--- src/design/assert_macros.svh ---
// Assertion macros for the XOR parity stripe generator.
// Takes no other file; the top level includes it by name.
`ifndef ASSERT_MACROS_SVH
`define ASSERT_MACROS_SVH

`ifndef SYNTH
// Check a clocked property, off during reset.
`define XPSG_ASSERT(lbl, ck, rn, prop, msg) \
    lbl: assert property (@(posedge ck) disable iff (!rn) (prop)) else $error(msg);
// Check that a condition never holds at a clock edge.
`define XPSG_NEVER(lbl, ck, rn, cond, msg) \
    lbl: assert property (@(posedge ck) disable iff (!rn) !(cond)) else $error(msg);
`else
`define XPSG_ASSERT(lbl, ck, rn, prop, msg)
`define XPSG_NEVER(lbl, ck, rn, cond, msg)
`endif

`endif

--- src/design/xpsg_pkg.sv ---
// Shared types and constants of the XOR parity stripe generator.
// Depends on nothing; the controller, datapath and top level take names from it by scope.
`timescale 1ns / 1ps

package xpsg_pkg;

    localparam int MAX_BLOCK_DEF = 32;
    localparam int MAX_DISKS_DEF = 16;
    localparam int MIN_DISKS     = 3;

    localparam int CFG_IDX_W  = 2;
    localparam int CFG_DATA_W = 6;

    localparam logic [4:0] NUM_DISKS_RST  = 5'd3;
    localparam logic [5:0] BLOCK_SIZE_RST = 6'd32;

    typedef enum logic [CFG_IDX_W-1:0] {
        REG_NUM_DISKS  = 2'd0,
        REG_BLOCK_SIZE = 2'd1
    } cfg_reg_t;

    typedef struct packed {
        logic [7:0] data_byte;
        logic       final_req;
    } in_beat_t;

    typedef struct packed {
        logic [3:0]  disk_index;
        logic [15:0] stripe_index;
        logic [4:0]  byte_offset;
        logic [7:0]  out_byte;
        logic        is_parity;
        logic        last_of_run;
    } out_beat_t;

    typedef enum logic [2:0] {
        ST_IDLE,
        ST_DATA,
        ST_PAR,
        ST_FL_RD,
        ST_FL_EM
    } state_t;

    // Controller to datapath.
    typedef struct packed {
        logic accept;      // latch input beat, read its parity entry
        logic rd_flush;    // read parity entry at flush index
        logic emit_data;   // load data beat, update parity entry
        logic emit_par;    // load finished parity beat
        logic emit_flush;  // load flushed parity beat
        logic finish;      // advance counters, or clear after a final beat
    } cmd_t;

    // Datapath to controller.
    typedef struct packed {
        logic out_free;    // output register can take a beat this cycle
        logic fin;         // current item is the final one
        logic last_disk;   // current item is on the last data disk
        logic off_end;     // current offset is the last of the block
        logic flush_end;   // flush index is the last of the block
    } sts_t;

endpackage

--- src/design/xpsg_ram.sv ---
// Generic single-port-write, single-port-read RAM with registered read.
// Depends on nothing.
`timescale 1ns / 1ps

module xpsg_ram #(
    parameter int WIDTH = 8,
    parameter int DEPTH = 32
) (
    input  logic                                  clk,
    input  logic                                  wr_en,
    input  logic [((DEPTH > 1) ? $clog2(DEPTH) : 1)-1:0] wr_addr,
    input  logic [WIDTH-1:0]                      wr_data,
    input  logic                                  rd_en,
    input  logic [((DEPTH > 1) ? $clog2(DEPTH) : 1)-1:0] rd_addr,
    output logic [WIDTH-1:0]                      rd_data
);

    logic [WIDTH-1:0] mem_reg [DEPTH];
    logic [WIDTH-1:0] rd_data_reg;

    always_ff @(posedge clk)
    begin
        if (wr_en)
        begin
            mem_reg[wr_addr] <= wr_data;
        end
        if (rd_en)
        begin
            rd_data_reg <= mem_reg[rd_addr];
        end
    end

    assign rd_data = rd_data_reg;

endmodule

--- src/design/xpsg_ctrl.sv ---
// Sequencer of the XOR parity stripe generator.
// Depends on xpsg_pkg for the state, command and status types.
`timescale 1ns / 1ps

module xpsg_ctrl (
    input  logic           clk,
    input  logic           rst_n,
    input  logic           in_valid,
    output logic           in_stall,
    input  logic           cfg_valid,
    output logic           cfg_ready,
    input  xpsg_pkg::sts_t sts,
    output xpsg_pkg::cmd_t cmd
);

    xpsg_pkg::state_t state_reg;
    xpsg_pkg::state_t state_next;

    always_ff @(posedge clk or negedge rst_n)
    begin
        if (!rst_n)
        begin
            state_reg <= xpsg_pkg::ST_IDLE;
        end
        else
        begin
            state_reg <= state_next;
        end
    end

    always_comb
    begin
        state_next = state_reg;
        cmd        = '0;
        in_stall   = 1'b1;
        cfg_ready  = 1'b0;
        case (state_reg)
            xpsg_pkg::ST_IDLE:
            begin
                // Hold the input while a register write is offered.
                in_stall  = cfg_valid;
                cfg_ready = 1'b1;
                if (in_valid && !cfg_valid)
                begin
                    cmd.accept = 1'b1;
                    state_next = xpsg_pkg::ST_DATA;
                end
            end
            xpsg_pkg::ST_DATA:
            begin
                if (sts.out_free)
                begin
                    cmd.emit_data = 1'b1;
                    if (sts.last_disk)
                    begin
                        state_next = xpsg_pkg::ST_PAR;
                    end
                    else if (sts.fin)
                    begin
                        state_next = xpsg_pkg::ST_FL_RD;
                    end
                    else
                    begin
                        cmd.finish = 1'b1;
                        state_next = xpsg_pkg::ST_IDLE;
                    end
                end
            end
            xpsg_pkg::ST_PAR:
            begin
                if (sts.out_free)
                begin
                    cmd.emit_par = 1'b1;
                    if (sts.fin && !sts.off_end)
                    begin
                        state_next = xpsg_pkg::ST_FL_RD;
                    end
                    else
                    begin
                        cmd.finish = 1'b1;
                        state_next = xpsg_pkg::ST_IDLE;
                    end
                end
            end
            xpsg_pkg::ST_FL_RD:
            begin
                cmd.rd_flush = 1'b1;
                state_next   = xpsg_pkg::ST_FL_EM;
            end
            xpsg_pkg::ST_FL_EM:
            begin
                if (sts.out_free)
                begin
                    cmd.emit_flush = 1'b1;
                    if (sts.flush_end)
                    begin
                        cmd.finish = 1'b1;
                        state_next = xpsg_pkg::ST_IDLE;
                    end
                    else
                    begin
                        state_next = xpsg_pkg::ST_FL_RD;
                    end
                end
            end
            default:
            begin
                state_next = xpsg_pkg::ST_IDLE;
            end
        endcase
    end

endmodule

--- src/design/xpsg_datapath.sv ---
// Datapath of the XOR parity stripe generator: config registers, stream
// counters, parity RAM with valid bits, output register.
// Depends on xpsg_pkg and xpsg_ram.
`timescale 1ns / 1ps

module xpsg_datapath #(
    parameter int MAX_BLOCK = xpsg_pkg::MAX_BLOCK_DEF,
    parameter int MAX_DISKS = xpsg_pkg::MAX_DISKS_DEF
) (
    input  logic                                 clk,
    input  logic                                 rst_n,
    input  logic                                 cfg_we,
    input  logic [xpsg_pkg::CFG_IDX_W-1:0]       cfg_index,
    input  logic [xpsg_pkg::CFG_DATA_W-1:0]      cfg_data,
    input  xpsg_pkg::in_beat_t                   in_data,
    input  xpsg_pkg::cmd_t                       cmd,
    output xpsg_pkg::sts_t                       sts,
    input  logic                                 out_stall,
    output logic                                 out_valid,
    output xpsg_pkg::out_beat_t                  out_data
);

    localparam int OW  = (MAX_BLOCK > 1) ? $clog2(MAX_BLOCK) : 1;
    localparam int BSW = ($clog2(MAX_BLOCK + 1) > 6) ? $clog2(MAX_BLOCK + 1) : 6;
    localparam int DKW = $clog2(MAX_DISKS);
    localparam int NDW = ($clog2(MAX_DISKS + 1) > 5) ? $clog2(MAX_DISKS + 1) : 5;

    logic [4:0]           num_disks_reg, num_disks_next;
    logic [5:0]           block_size_reg, block_size_next;
    logic [OW-1:0]        offset_cnt_reg, offset_cnt_next;
    logic [DKW-1:0]       disk_cnt_reg, disk_cnt_next;
    logic [15:0]          stripe_cnt_reg, stripe_cnt_next;
    logic [MAX_BLOCK-1:0] valid_reg, valid_next;
    logic [OW-1:0]        off_reg, off_next;
    logic [DKW-1:0]       disk_reg, disk_next;
    logic [7:0]           byte_reg, byte_next;
    logic                 fin_reg, fin_next;
    logic [7:0]           par_reg, par_next;
    logic [OW-1:0]        flush_idx_reg, flush_idx_next;
    logic                 out_valid_reg, out_valid_next;
    xpsg_pkg::out_beat_t  out_reg, out_next;

    logic [NDW-1:0] nd_ext, nd_eff;
    logic [BSW-1:0] bs_ext, bs_eff, bs_last, off_inc;
    logic [DKW-1:0] last_data, par_disk, disk_norm;
    logic [OW-1:0]  off_norm, ram_rd_addr;
    logic [7:0]     ram_q, xor_val, flush_val;
    logic           is_last_disk, out_free, ram_rd_en, ram_wr_en;

    // Effective geometry, saturated to the legal ranges.
    always_comb
    begin
        nd_ext = NDW'(num_disks_reg);
        if (nd_ext < NDW'(xpsg_pkg::MIN_DISKS))
        begin
            nd_eff = NDW'(xpsg_pkg::MIN_DISKS);
        end
        else if (nd_ext > NDW'(MAX_DISKS))
        begin
            nd_eff = NDW'(MAX_DISKS);
        end
        else
        begin
            nd_eff = nd_ext;
        end
        bs_ext = BSW'(block_size_reg);
        if (bs_ext == '0)
        begin
            bs_eff = BSW'(1);
        end
        else if (bs_ext > BSW'(MAX_BLOCK))
        begin
            bs_eff = BSW'(MAX_BLOCK);
        end
        else
        begin
            bs_eff = bs_ext;
        end
    end

    assign last_data    = DKW'(nd_eff - NDW'(2));
    assign par_disk     = DKW'(nd_eff - NDW'(1));
    assign bs_last      = bs_eff - BSW'(1);
    assign off_inc      = BSW'(off_reg) + BSW'(1);
    assign off_norm     = (BSW'(offset_cnt_reg) >= bs_eff) ? '0 : offset_cnt_reg;
    assign disk_norm    = (disk_cnt_reg > last_data) ? '0 : disk_cnt_reg;
    assign is_last_disk = (disk_reg == last_data);
    assign out_free     = !out_valid_reg || !out_stall;

    // Entries never written since the last clear read as zero.
    assign xor_val   = (valid_reg[off_reg] ? ram_q : 8'd0) ^ byte_reg;
    assign flush_val = valid_reg[flush_idx_reg] ? ram_q : 8'd0;

    assign ram_rd_en   = cmd.accept || cmd.rd_flush;
    assign ram_rd_addr = cmd.accept ? off_norm : flush_idx_reg;
    assign ram_wr_en   = cmd.emit_data && !is_last_disk;

    xpsg_ram #(
        .WIDTH (8),
        .DEPTH (MAX_BLOCK)
    ) u_par_ram (
        .clk     (clk),
        .wr_en   (ram_wr_en),
        .wr_addr (off_reg),
        .wr_data (xor_val),
        .rd_en   (ram_rd_en),
        .rd_addr (ram_rd_addr),
        .rd_data (ram_q)
    );

    always_comb
    begin
        num_disks_next  = num_disks_reg;
        block_size_next = block_size_reg;
        offset_cnt_next = offset_cnt_reg;
        disk_cnt_next   = disk_cnt_reg;
        stripe_cnt_next = stripe_cnt_reg;
        valid_next      = valid_reg;
        off_next        = off_reg;
        disk_next       = disk_reg;
        byte_next       = byte_reg;
        fin_next        = fin_reg;
        par_next        = par_reg;
        flush_idx_next  = flush_idx_reg;
        out_valid_next  = out_valid_reg && out_stall;
        out_next        = out_reg;

        if (cmd.accept)
        begin
            off_next  = off_norm;
            disk_next = disk_norm;
            byte_next = in_data.data_byte;
            fin_next  = in_data.final_req;
        end

        if (cmd.emit_data)
        begin
            valid_next[off_reg]  = !is_last_disk;
            par_next             = xor_val;
            flush_idx_next       = '0;
            out_valid_next       = 1'b1;
            out_next.disk_index   = 4'(disk_reg);
            out_next.stripe_index = stripe_cnt_reg;
            out_next.byte_offset  = 5'(off_reg);
            out_next.out_byte     = byte_reg;
            out_next.is_parity    = 1'b0;
            out_next.last_of_run  = !is_last_disk && !fin_reg;
        end

        if (cmd.emit_par)
        begin
            flush_idx_next        = OW'(off_inc);
            out_valid_next        = 1'b1;
            out_next.disk_index   = 4'(par_disk);
            out_next.stripe_index = stripe_cnt_reg;
            out_next.byte_offset  = 5'(off_reg);
            out_next.out_byte     = par_reg;
            out_next.is_parity    = 1'b1;
            out_next.last_of_run  = !fin_reg || (BSW'(off_reg) == bs_last);
        end

        if (cmd.emit_flush)
        begin
            flush_idx_next        = flush_idx_reg + OW'(1);
            out_valid_next        = 1'b1;
            out_next.disk_index   = 4'(par_disk);
            out_next.stripe_index = stripe_cnt_reg;
            out_next.byte_offset  = 5'(flush_idx_reg);
            out_next.out_byte     = flush_val;
            out_next.is_parity    = 1'b1;
            out_next.last_of_run  = (BSW'(flush_idx_reg) == bs_last);
        end

        // Advance to the next offset, disk and stripe; a final beat restarts.
        if (cmd.finish)
        begin
            if (fin_reg)
            begin
                offset_cnt_next = '0;
                disk_cnt_next   = '0;
                stripe_cnt_next = '0;
                valid_next      = '0;
            end
            else if (off_inc >= bs_eff)
            begin
                offset_cnt_next = '0;
                if (disk_reg == last_data)
                begin
                    disk_cnt_next   = '0;
                    stripe_cnt_next = stripe_cnt_reg + 16'd1;
                end
                else
                begin
                    disk_cnt_next = disk_reg + DKW'(1);
                end
            end
            else
            begin
                offset_cnt_next = OW'(off_inc);
                disk_cnt_next   = disk_reg;
            end
        end

        if (cfg_we)
        begin
            case (cfg_index)
                xpsg_pkg::REG_NUM_DISKS:
                begin
                    num_disks_next  = cfg_data[4:0];
                    offset_cnt_next = '0;
                    disk_cnt_next   = '0;
                    stripe_cnt_next = '0;
                    valid_next      = '0;
                end
                xpsg_pkg::REG_BLOCK_SIZE:
                begin
                    block_size_next = cfg_data[5:0];
                    offset_cnt_next = '0;
                    disk_cnt_next   = '0;
                    stripe_cnt_next = '0;
                    valid_next      = '0;
                end
                default:
                begin
                    num_disks_next = num_disks_reg;
                end
            endcase
        end
    end

    always_ff @(posedge clk or negedge rst_n)
    begin
        if (!rst_n)
        begin
            num_disks_reg  <= xpsg_pkg::NUM_DISKS_RST;
            block_size_reg <= xpsg_pkg::BLOCK_SIZE_RST;
            offset_cnt_reg <= '0;
            disk_cnt_reg   <= '0;
            stripe_cnt_reg <= '0;
            valid_reg      <= '0;
            out_valid_reg  <= 1'b0;
        end
        else
        begin
            num_disks_reg  <= num_disks_next;
            block_size_reg <= block_size_next;
            offset_cnt_reg <= offset_cnt_next;
            disk_cnt_reg   <= disk_cnt_next;
            stripe_cnt_reg <= stripe_cnt_next;
            valid_reg      <= valid_next;
            out_valid_reg  <= out_valid_next;
        end
    end

    always_ff @(posedge clk)
    begin
        off_reg       <= off_next;
        disk_reg      <= disk_next;
        byte_reg      <= byte_next;
        fin_reg       <= fin_next;
        par_reg       <= par_next;
        flush_idx_reg <= flush_idx_next;
        out_reg       <= out_next;
    end

    assign sts.out_free  = out_free;
    assign sts.fin       = fin_reg;
    assign sts.last_disk = is_last_disk;
    assign sts.off_end   = (BSW'(off_reg) == bs_last);
    assign sts.flush_end = (BSW'(flush_idx_reg) == bs_last);

    assign out_valid = out_valid_reg;
    assign out_data  = out_reg;

endmodule

--- src/design/xor_parity_stripe_generator_core.sv ---
// Top level of the XOR parity stripe generator.
// Depends on xpsg_pkg, xpsg_ctrl, xpsg_datapath and assert_macros.svh.
`timescale 1ns / 1ps
// Usage:
//   Input channel (in_valid / in_stall / in_data) takes one data byte a beat;
//   final_req marks the last byte of a data set. Output channel (out_valid /
//   out_stall / out_data) delivers one tagged byte a beat: the data byte on
//   its disk, then, on the last data disk, the finished parity byte for that
//   offset. A final byte also flushes every pending parity byte of the block.
//   Configuration (cfg_valid / cfg_ready / cfg_index / cfg_data) writes
//   num_disks (index 0) or block_size (index 1); each write restarts the
//   stream. cfg_ready is high while no item is in work, and an offered
//   register write holds off the input for that cycle.
// Sequence: the parity store is a RAM with registered read; each item does a
//   read-modify-write: read on accept, data beat loaded in ST_DATA, parity
//   beat in ST_PAR on the last data disk, each flushed byte via ST_FL_RD and
//   ST_FL_EM. A first beat reaches out_data via the state and output registers.
// Reset: asynchronous, active low; num_disks=3, block_size=32, counters and
//   parity entries cleared (parity entries through valid bits, no sweep).
// Stall: a beat waits in the output register while out_stall is high; the
//   next item may be accepted meanwhile, and the block holds until there is
//   room for its first beat.

`include "assert_macros.svh"

module xor_parity_stripe_generator_core #(
    parameter int MAX_BLOCK = xpsg_pkg::MAX_BLOCK_DEF,
    parameter int MAX_DISKS = xpsg_pkg::MAX_DISKS_DEF
) (
    input  logic                            clk,
    input  logic                            rst_n,
    input  logic                            in_valid,
    output logic                            in_stall,
    input  xpsg_pkg::in_beat_t              in_data,
    output logic                            out_valid,
    input  logic                            out_stall,
    output xpsg_pkg::out_beat_t             out_data,
    input  logic                            cfg_valid,
    output logic                            cfg_ready,
    input  logic [xpsg_pkg::CFG_IDX_W-1:0]  cfg_index,
    input  logic [xpsg_pkg::CFG_DATA_W-1:0] cfg_data
);

    xpsg_pkg::cmd_t cmd;
    xpsg_pkg::sts_t sts;
    logic           cfg_we;

    // A configuration beat moves on valid and ready together.
    assign cfg_we = cfg_valid && cfg_ready;

    xpsg_ctrl u_ctrl (
        .clk       (clk),
        .rst_n     (rst_n),
        .in_valid  (in_valid),
        .in_stall  (in_stall),
        .cfg_valid (cfg_valid),
        .cfg_ready (cfg_ready),
        .sts       (sts),
        .cmd       (cmd)
    );

    xpsg_datapath #(
        .MAX_BLOCK (MAX_BLOCK),
        .MAX_DISKS (MAX_DISKS)
    ) u_datapath (
        .clk       (clk),
        .rst_n     (rst_n),
        .cfg_we    (cfg_we),
        .cfg_index (cfg_index),
        .cfg_data  (cfg_data),
        .in_data   (in_data),
        .cmd       (cmd),
        .sts       (sts),
        .out_stall (out_stall),
        .out_valid (out_valid),
        .out_data  (out_data)
    );

    // Only load a beat when the output register has room.
    `XPSG_ASSERT(a_emit_room, clk, rst_n, (cmd.emit_data || cmd.emit_par || cmd.emit_flush) |-> sts.out_free, "beat loaded into a full output register")
    // At most one beat is loaded per cycle.
    `XPSG_ASSERT(a_one_emit, clk, rst_n, $onehot0({cmd.emit_data, cmd.emit_par, cmd.emit_flush}), "two beats loaded in one cycle")
    // An item ends only together with its last beat.
    `XPSG_ASSERT(a_finish_beat, clk, rst_n, cmd.finish |-> (cmd.emit_data || cmd.emit_par || cmd.emit_flush), "item ended without a beat")
    // An accepted item holds the input stalled right after its accept.
    `XPSG_ASSERT(a_accept_busy, clk, rst_n, (in_valid && !in_stall) |=> in_stall, "input open right after an accept")
    // The parity RAM read port serves one requester at a time.
    `XPSG_NEVER(a_one_read, clk, rst_n, cmd.accept && cmd.rd_flush, "two parity reads in one cycle")

endmodule
--- config.mk ---
export PLATFORM = sky130hd
export DESIGN_NAME = xor_parity_stripe_generator_core
export DESIGN_NICKNAME = d
export VERILOG_FILES = /design/src/design/xpsg_pkg.sv /design/src/design/xpsg_ram.sv /design/src/design/xpsg_ctrl.sv /design/src/design/xpsg_datapath.sv /design/src/design/xor_parity_stripe_generator_core.sv
export VERILOG_INCLUDE_DIRS = /design/src /design/src/design
export SDC_FILE = /design/constraint.sdc
export NUM_CORES = 1
export LEC_CHECK = 0
export BUFFER_PORTS_ARGS = -buffer_cell sky130_fd_sc_hd__buf_4
export CAP_MARGIN = 25
export CELL_PAD_IN_SITES_DETAIL_PLACEMENT = 1
export CELL_PAD_IN_SITES_GLOBAL_PLACEMENT = 2
export CORE_UTILIZATION = 48
export DETAILED_ROUTE_END_ITERATION = 16
export PLACE_DENSITY_LB_ADDON = 0.1
export SLEW_MARGIN = 20
export SYNTH_ARGS = -nofsm -noshare
export SYNTH_HDL_FRONTEND = slang
export SYNTH_SLANG_ARGS = --single-unit
--- constraint.sdc ---
create_clock -name clk -period 7 [get_ports clk]
set_input_delay 0.7 -clock clk [delete_from_list [all_inputs] [get_ports clk]]
set_output_delay 0.7 -clock clk [all_outputs]
set_load 0.02 [all_outputs]
**Yosys cells after proc, flatten, opt, wreduce, memory -nomap -nowiden**

Memories as Yosys holds them, arrays and structs flattened. A register that Yosys moved wholly into a read port is not among the register bits.
Cells that the tools add are included.

- Bits in registers: 138
- Memory bits (writable): 256
- Output and inout bits: 38
- Logic and storage cells: 149
- Memories: 1

- Add/subtract/negate cells: 7
- $lt $le $gt $ge: 9
- Equality and inequality tests: 12
- Mux-type cells: 74
- Bitwise gates (word level): 1
- Reduce and logical (&&, ||, !) cells: 25

Memories:

| memory | depth | width | rd ports | clocked after Yosys merged registers in | wr ports | RTL line | source |
|---|---|---|---|---|---|---|---|
| u_datapath.u_par_ram.mem_reg | 32 | 8 | 1 | 1 | 1 | xpsg_ram.sv:18 | `logic [WIDTH-1:0] mem_reg [DEPTH];` |

Operator list:

| cell | count |
|---|---|
| $mux W32 | 5 |
| $mux W35 | 3 |
| $mux W16 | 6 |
| $mux W5 | 10 |
| $bwmux W32 | 1 |
| $mux W4 | 8 |
| $mux W1 | 23 |
| $add A16 B1 Y16 const B | 1 |
| $mux W8 | 2 |
| $pmux W3 S5 | 1 |
| $eq A5 B6 Y1 | 2 |
| $lt A5 B6 Y1 const B | 2 |
| $mux W3 | 4 |
| $mux W6 | 2 |
| $bmux W1 S5 | 2 |
| $mux W2 | 5 |
| $ne A2 B1 Y1 const B | 4 |
| $xor A8 B8 Y8 | 1 |
| $logic_and A1 B1 Y1 | 7 |
| $add A5 B1 Y6 const B | 1 |
| $eq A3 B2 Y1 const B | 2 |
| $ge A5 B6 Y1 | 1 |
| $ge A6 B6 Y1 | 1 |
| $gt A6 B6 Y1 const B | 1 |
| 24 further kinds | 33 |

**Logic depth before layout (Yosys ltp)**

Gate-level depths: netlist of run 1.

- Word-level depth: 13
- Mapped depth: 16
- Mapped depth without buffers: 12

**Modules after synthesis**

A second synthesis of run 1 with hierarchy kept.

- Cells, all modules: 1168
- Area, all modules: 17900.9 µm²

Modules (own cells, without submodules):

| module | instances | cells each | area each (µm²) |
|---|---|---|---|
| xpsg_ram | 1 | 417 | 10133.5 |
| xpsg_datapath | 1 | 705 | 7419.6 |
| xpsg_ctrl | 1 | 45 | 341.6 |
| xor_parity_stripe_generator_core | 1 | 1 | 6.3 |

**Worst setup path before layout of run 1**

No wires, ideal clock.

- Path kind: reg-to-reg
- Start point: reg u_datapath.off_reg[0]
- End point: reg u_datapath.stripe_cnt_reg[10]
- Arrival: 3090 ps
- Data required time: 6864 ps
- Setup slack: 3773 ps
- Stages on the path, launching flop included: 14
- Path buffers: 3
- Period minus slack after synthesis: 3227 ps
- Path through: edfxtp_1 > clkbuf_1 > inv_1 > ha_1 > ha_1 > a2111oi_0 > o31a_1 > clkbuf_1 > nor2b_1 > buf_4 > nand3_1 > nor4_1 > mux2i_1 > a21oi_1

- Cells in the longest elaborated chain, start to end: 9
- Elaborated cells between the ends (all ways): 13
- Those cells by class: add/sub (1); order compare (1); eq/ne (1); mux (8); reduce/logical (2)

RTL lines:

| item | RTL line | source |
|---|---|---|
| from (decl) | xpsg_datapath.sv:34 | `logic [OW-1:0] off_reg, off_next;` |
| from (signal assigned) | xpsg_datapath.sv:257 | `off_reg <= off_next;` |
| branches (longest 6 deep; another with $add A5 B1 Y6) | n/a |  |
| $mux W16 * | xpsg_datapath.sv:175 | `if (cmd.finish)` |
| $mux W16 | xpsg_datapath.sv:206 | `case (cfg_index)` |
| $mux W16 * | xpsg_datapath.sv:204 | `if (cfg_we)` |
| net u_datapath.stripe_cnt_next[10] | xpsg_datapath.sv:32 | `logic [15:0] stripe_cnt_reg, stripe_cnt_next;` |
| to (signal assigned) | xpsg_datapath.sv:249 | `stripe_cnt_reg <= stripe_cnt_next;` |
| to (decl) | xpsg_datapath.sv:32 |  |

Mark *: on every way through the listed nets, which the timed path passes.
A chain may end at the register's enable or synchronous reset.

**Worst setup path in the final report of run 1**

- Start point: reg u_datapath.num_disks_reg[1], in the netlist u_datapath.nd_ext[1]
- End point: reg u_datapath.stripe_cnt_reg[10]

- Cells in the longest elaborated chain, start to end: 11
- Elaborated cells between the ends (all ways): 15
- Those cells by class: add/sub (1); order compare (2); eq/ne (1); mux (11)

RTL lines:

| item | RTL line | source |
|---|---|---|
| from (decl) | xpsg_datapath.sv:28 | `logic [4:0] num_disks_reg, num_disks_next;` |
| from (signal assigned) | xpsg_datapath.sv:235 | `num_disks_reg <= xpsg_pkg::NUM_DISKS_RST;` |
| from (signal assigned) | xpsg_datapath.sv:245 | `num_disks_reg <= num_disks_next;` |
| $gt A5 B5 Y1 | xpsg_datapath.sv:58 | `else if (nd_ext > NDW'(MAX_DISKS))` |
| $mux W4 | xpsg_datapath.sv:58 |  |
| $mux W4 * | xpsg_datapath.sv:54 | `if (nd_ext < NDW'(xpsg_pkg::MIN_DISKS))` |
| $sub A4 B2 Y4 * | xpsg_datapath.sv:81 | `assign last_data = DKW'(nd_eff - NDW'(2));` |
| $eq A4 B4 Y1 * | xpsg_datapath.sv:87, xpsg_datapath.sv:187 |  |
| $mux W1 / $mux W16 (equally long branches) | xpsg_ctrl.sv:54, xpsg_datapath.sv:187 |  |
| $mux W1 / $mux W16 (equally long branches) | xpsg_ctrl.sv:51, xpsg_datapath.sv:184 |  |
| $pmux W1 S3 / $mux W16 (equally long branches) | xpsg_ctrl.sv:37, xpsg_datapath.sv:177 |  |
| $mux W16 * | xpsg_datapath.sv:175 |  |
| $mux W16 | xpsg_datapath.sv:206 |  |
| $mux W16 * | xpsg_datapath.sv:204 |  |
| net u_datapath.stripe_cnt_next[10] | xpsg_datapath.sv:32 |  |

Mark *: on every way through the listed nets, which the timed path passes. The rest lies on a longest branch.

==> results of run 1 <==
==> kinds of logic after synthesis <==
group	after synthesis	synth area share
buffers and inverters	131	0.0303
DFF	402	0.642
muxes	142	0.0929
AOI/OAI and AO/OA	265	0.101
xor gates and xnor gates	32	0.0169
adders and majority gates	26	0.0178
and+or+nand+nor	352	0.0995
==> cell usage after synthesis, drive strengths merged, types with 10 or more instances <==
cell,count
edfxtp,329
nand2,109
mux2i,86
a21oi,78
dfrtp,69
nor2,58
inv,55
clkbuf,42
o21ai,39
mux2,38
and2,34
buf,34
nor3,28
ha,26
nand3,23
a32oi,22
and3,22
a211oi,19
xnor2,19
a31oi,18
mux4,18
nor4,17
nand4,14
o22ai,13
nand2b,12
xor2,11
a22oi,10
a311oi,10
nor2b,10
==> per-layer routing <==
metal  track usage  wire [µm]  vias to the layer above
li1              -          -                     5274
met1         0.343      21300                     5936
met2         0.440      24300                      235
met3        0.0351       1850                       56
met4        0.0856       1100                        0
met5             0          0                        -
==> critical path, delay by kind of cell, from the launching register on <==
family                     cells  cell delay [ns]
buffers and inverters          1             0.09
muxes                          1             0.12
DFF                            1             0.53
and+or+nand+nor                5             1.95
xor gates and xnor gates       1             0.17
adders and majority gates      1             0.33
AOI/OAI and AO/OA              3             1.03
==> placed cells by master (no fill, tap or decap), drive strengths merged, types with 28 or more instances in the layout <==
cell      n
edfxtp  329
nand2   109
mux2i    86
buf      83
a21oi    78
dfrtp    69
nor2     58
inv      55
clkbuf   55
o21ai    39
mux2     38
and2     34
nor3     28
==> per-stage QoR <==
stage                util  worst slack (ns)
finish              0.551              2.70
detailed placement  0.513              2.73
global placement    0.511              2.68
CTS                 0.550              2.73
global route        0.551              2.29
floorplan               -              3.77
==> path summary, 6_finish.rpt <==
path                       slack, ns                    from                             to
hold / removal                   0.1                   rst_n     u_datapath.disk_cnt_reg[3]
max in group asynchronous       6.29                   rst_n   u_datapath.stripe_cnt_reg[8]
setup / recovery                2.70    u_datapath.nd_ext[1]  u_datapath.stripe_cnt_reg[10]
setup reg to reg                2.70    u_datapath.nd_ext[1]  u_datapath.stripe_cnt_reg[10]
min in group clk                0.31              in_data[0]             u_datapath.fin_reg
hold reg to reg                 0.48  u_datapath.out_data[1]         u_datapath.out_data[1]
==> final cells by class <==
cell class,count,area (µm²)
Clock buffer,55,1190
Clock inverter,26,219
Fill cell,3697,16900
Inverter,55,206
Multi-Input combinational cell,817,6070
Sequential cell,402,11700
Tap cell,511,639
Timing Repair Buffer,83,674
==> report_power, final <==
| part | switching (µW) | internal, µW | total [µW] |
|---|---|---|---|
| sequential | 412 | 3150 | 3560 |
| clock | 960 | 1320 | 2280 |
| combinational | 1980 | 1210 | 3190 |
| total | 3350 | 5690 | 9040 |
==> impl_metrics.yaml, run 1 <==
run:
  maxCapViolations: 0
synthesis:
  syn_area_um2: 18200
  postSynthCellCount: 1350
  ys_ff_latch: 402
  synth_ff_type: "edfxtp_1"
  synth_enable_flop_cells: 329
  synth_area_leaders: "edfxtp_1 (54%), dfrtp_1 (9.5%), mux2i_1 (4.7%)"
  synthArstFlopShare: 0.179
  synth_area_leader_cell: "edfxtp_1"
  synth_cell_types: 76
  synth_top_area_frac: 0.541
  syn_area_per_cell_um2: 13.5
  synth_fp_nets: 1398
  yosysWarnings: 0
  ys_seq_area_frac: 0.642
die:
  start_util: 0.486
  die-height_um: 197
  die-area_um2: 38800
  die_x_um: 197
  fp.coreArea_um2: 37600
  io_pins: 60
  core.rowCount: 71
power:
  p_leak_uw: 0.00769
  irDropWorstVdd_uv: 406
  cellPowerDensity_nw_per_um2: 436
  total_power_uw: 9040
cts:
  cts_buffers: 44
  clk_pin_slew_ns: 0.06
  h-tree-depth: 2
  cts_tree: "yes"
  ctsResizeCount: 0
  cts_buffer_depth: 3
  clk-insertion-delay-late_ns: 0.58
  cts_root_buf: "clkbuf_16"
  numClockSinks: 402
  hold_buffers: 0
  post_cts_buffers: 0
global_route:
  track_usage: 0.259
  grt_pass1_vias: 12200
  grt_max_degree: 47
  grt_pass1_wl_mm: 74.5
  antenna_found_initial: 0
  grt_overflow: 0
critical_path:
  worst_ep_required_time_ns: 7.50
  path_class: "register to register"
  arrival_ns: 4.79
  crit_path_top_delay_cell: "a32oi_4"
  crit_path_cell_trace: "o21ba_2 -> nor2_1 -> inv_1 -> ha_1 -> xor2_1 -> or4b_1 -> a32oi_4 -> nor2b_1 -> nand3_1 -> nor4_1 -> mux2i_1 -> a21oi_1"
  cpPeakStageDelay_ns: 0.70
  critPathMaxFanout: 26
  end_kind: "register"
  cp-start-kind: "register"
  r2r_cells: 12
route:
  routed_wl_mm: 48.6
  postRouteAntennaNets: 0
  remaining_drc_errors: 0
  firstDrtPassIters: 6
  viasPerCell: 5.90
  drtIter0Drc: 860
  wire_per_inst_um: 24.9
  via_count: 11500
final_layout:
  largest_reg_flops: 256
  drive_above_1_share: 0.170
  nets: 1451
  antenna_cells: 0
  syn_to_final_growth_pct: 13.5
  postLayoutCellArea_um2: 20700
  final_cells: 1949
placement:
  io_buffers: 59
  dp_cells: 1864
  placed_area_um2: 19300
  place_hpwl_mm: 31.9
  gp_congestion: 0.804
timing:
  max-slew-margin-rel: 0.279
  fin_skew_ns: 0.0210
  tightest_slew_ns: 1.08
  setup_tns_ns: 0
  final_max_slew_viol_count: 0
  rsz0062_at_grt: "false"
  fin_hold_ws_ns: 0.0970
  setup_viol: 0
  finalCritPeriodShare: 0.614
  max_freq_ghz: 0.233
  min_period_ns: 4.30
  hold_viol: 0
outcome:
  status: "complete, no violations"
worst_hold_path:
  hold_path.class: "input pin to async pin"
Power figures use the tool's default switching activity.
==> run 2, diff against run 1 <==
--- a/config.mk
+++ b/config.mk
@@ -10,7 +10,7 @@
 export CAP_MARGIN = 25
 export CELL_PAD_IN_SITES_DETAIL_PLACEMENT = 1
 export CELL_PAD_IN_SITES_GLOBAL_PLACEMENT = 2
-export CORE_UTILIZATION = 48
+export CORE_UTILIZATION = 45
 export DETAILED_ROUTE_END_ITERATION = 16
 export PLACE_DENSITY_LB_ADDON = 0.1
 export SLEW_MARGIN = 20
==> constraint.sdc (replaced) <==
create_clock -name clk -period 4.4 [get_ports clk]
set_input_delay 0.44 -clock clk [delete_from_list [all_inputs] [get_ports clk]]
set_output_delay 0.44 -clock clk [all_outputs]
set_load 0.02 [all_outputs]
==> run 2 against run 1 <==
Compared with the run above:
- die area grew 6.6%
- via count grew 1.8%
- largest power group unchanged
- clock power grew 71%
- total power grew 65%
- cell count grew 1.7%
- fmax grew 11%
- sequential power grew 59%
- global-route usage shrank 0.47 points
- first-iteration DRC count shrank 7.9%
- critical path depth grew 1
- core utilization shrank 2.4 points
==> impl_metrics.yaml, run 2 (synthesis results as in run 1) <==
power:
  p_leak_uw: 0.00785
  p_int_uw: 9420
  p_switching_uw: 5490
  cellPowerDensity_nw_per_um2: 710
  irDropWorstVdd_uv: 617
  power_frac_comb: 0.361
  total_power_uw: 14900
  clkPwrFrac: 0.261
  seqPwrFrac: 0.379
  netSwitchingFraction: 0.368
timing:
  min_period_ns: 3.85
  max_freq_ghz: 0.259
  setup_viol: 0
  rsz0062_at_grt: "false"
  final_max_slew_viol_count: 0
  fin_skew_ns: 0.0166
  setup_tns_ns: 0
  hold_viol: 0
  tightest_slew_ns: 0.966
  finalCritPeriodShare: 0.876
  max-slew-margin-rel: 0.354
placement:
  gp_congestion: 0.812
  io_buffers: 59
  dp_cells: 1899
  place_hpwl_mm: 34.7
cts:
  cts_root_buf: "clkbuf_16"
  h-tree-depth: 2
  post_cts_buffers: 0
  cts_buffer_depth: 3
  hold_buffers: 0
  cts_buffers: 44
  clk_pin_slew_ns: 0.06
  numClockSinks: 402
  clk-insertion-delay-late_ns: 0.58
  ctsResizeCount: 0
  cts_tree: "yes"
global_route:
  grt_max_degree: 73
  grt_pass1_vias: 12400
  grt_pass1_wl_mm: 78.1
  track_usage: 0.254
  grt_overflow: 0
  antenna_found_initial: 1
critical_path:
  critPathMaxFanout: 21
  reg2reg_slack_ns: 0.55
  cp-start-kind: "register"
  end_kind: "register"
  worst_ep_required_time_ns: 4.79
  path_class: "register to register"
  arrival_ns: 4.24
route:
  wire_per_inst_um: 25.8
  via_count: 11700
  postRouteAntennaNets: 0
  routed_wl_mm: 51.2
  viasPerCell: 5.90
  remaining_drc_errors: 0
  drtIter0Drc: 792
  firstDrtPassIters: 8
die:
  fp.coreArea_um2: 39800
  core.rowCount: 73
  die-area_um2: 41400
  die_x_um: 203
  die-height_um: 203
  io_pins: 60
  start_util: 0.458
final_layout:
  nets: 1471
  mostFrequentLayoutCells: "edfxtp_1 (329), nand2_1 (107), buf_4 (95)"
  final_cells: 1983
  largest_reg_flops: 256
  nFillCells: 3942
  layout.cells.most_common: "edfxtp_1"
  final_util: 0.528
  syn_to_final_growth_pct: 15.1
  drive_above_1_share: 0.179
run:
  maxCapViolations: 0
worst_hold_path:
  hold_path.class: "input pin to register"
outcome:
  status: "complete, no violations"
-- run 2: changes by cell type in the layout (fill, tap and decap cells not counted), sizes merged, moves of 2 or more --
cell / before / now
bufinv: 3 / 8
clkbuf: 55 / 52
buf: 83 / 102
clkinvlp: 4 / 0
inv: 55 / 57
-- run 2: power groups by stage --
stage / clock network [µW] / registers [µW] / logic (µW)
after detailed placement: 0 / 5710 / 5380
after floorplan: 0 / 5580 / 3480
final: 3890 / 5650 / 5380
after global placement: 0 / 5700 / 5280
after global routing: 4090 / 5730 / 5840
after CTS: 3970 / 5640 / 5410
-- run 2: area by class of cell --
cell class	instances	area [µm²]	area share
flip-flops and latches	402	11700	0.557
inverters	55	206	0.00983
repair buffers	103	862	0.0410
diodes	1	2.50	0.000119
clock inverters	28	364	0.0173
well taps	525	657	0.0313
multi-input cells	817	6070	0.289
clock buffers	52	1140	0.0543
-- run 2: layer usage --
layer  GRT usage  up-vias  wire (µm)
met5           0        -          0
met4      0.0712        0       1220
met3      0.0430       74       2440
met2       0.431      291      25500
met1       0.336     6041      22000
li1            -     5303          -
-- run 2: worst max-delay path, cell delays in order, from the launching register on --
cell and delay (ns):
dfrtp_1 0.45, nor4_1 0.08, o21ai_0 0.37, inv_1 0.16, ha_1 0.31, nor2b_1 0.04, o21ai_0 0.25, a21oi_2 0.17
a31oi_4 0.72, buf_12 0.25, mux2i_1 0.09, mux2_2 0.31, a22o_1 0.23, nor3_1 0.19
-- run 2: final timing paths --
check	start	to	depth (start not counted)
worst max-delay path	u_datapath.block_size_reg[3]	u_datapath.u_par_ram.rd_data[5]	13
max in group asynchronous	rst_n	u_datapath.block_size_reg[0]	2
min in group asynchronous	rst_n	u_datapath.stripe_cnt_reg[4]	2
worst min register to register	u_datapath.out_data[1]	u_datapath.out_data[1]	2
worst max register to register	u_datapath.block_size_reg[3]	u_datapath.u_par_ram.rd_data[5]	13
worst min-delay path	in_data[3]	u_datapath.byte_reg[2]	1
-- run 2: stage by stage --
| stage | setup slack, ns | hold WS [ns] | area, µm² |
|---|---|---|---|
| finish | 0.546 | 0.0321 | 21000 |
| global route | 0.239 | 0.00777 | 21000 |
| CTS | 0.493 | 0.00246 | 21000 |
| detailed placement | 0.592 | 0.474 | 19500 |
| global placement | 0.690 | 0.470 | 19500 |
| floorplan | 1.17 | 0.144 | 18200 |
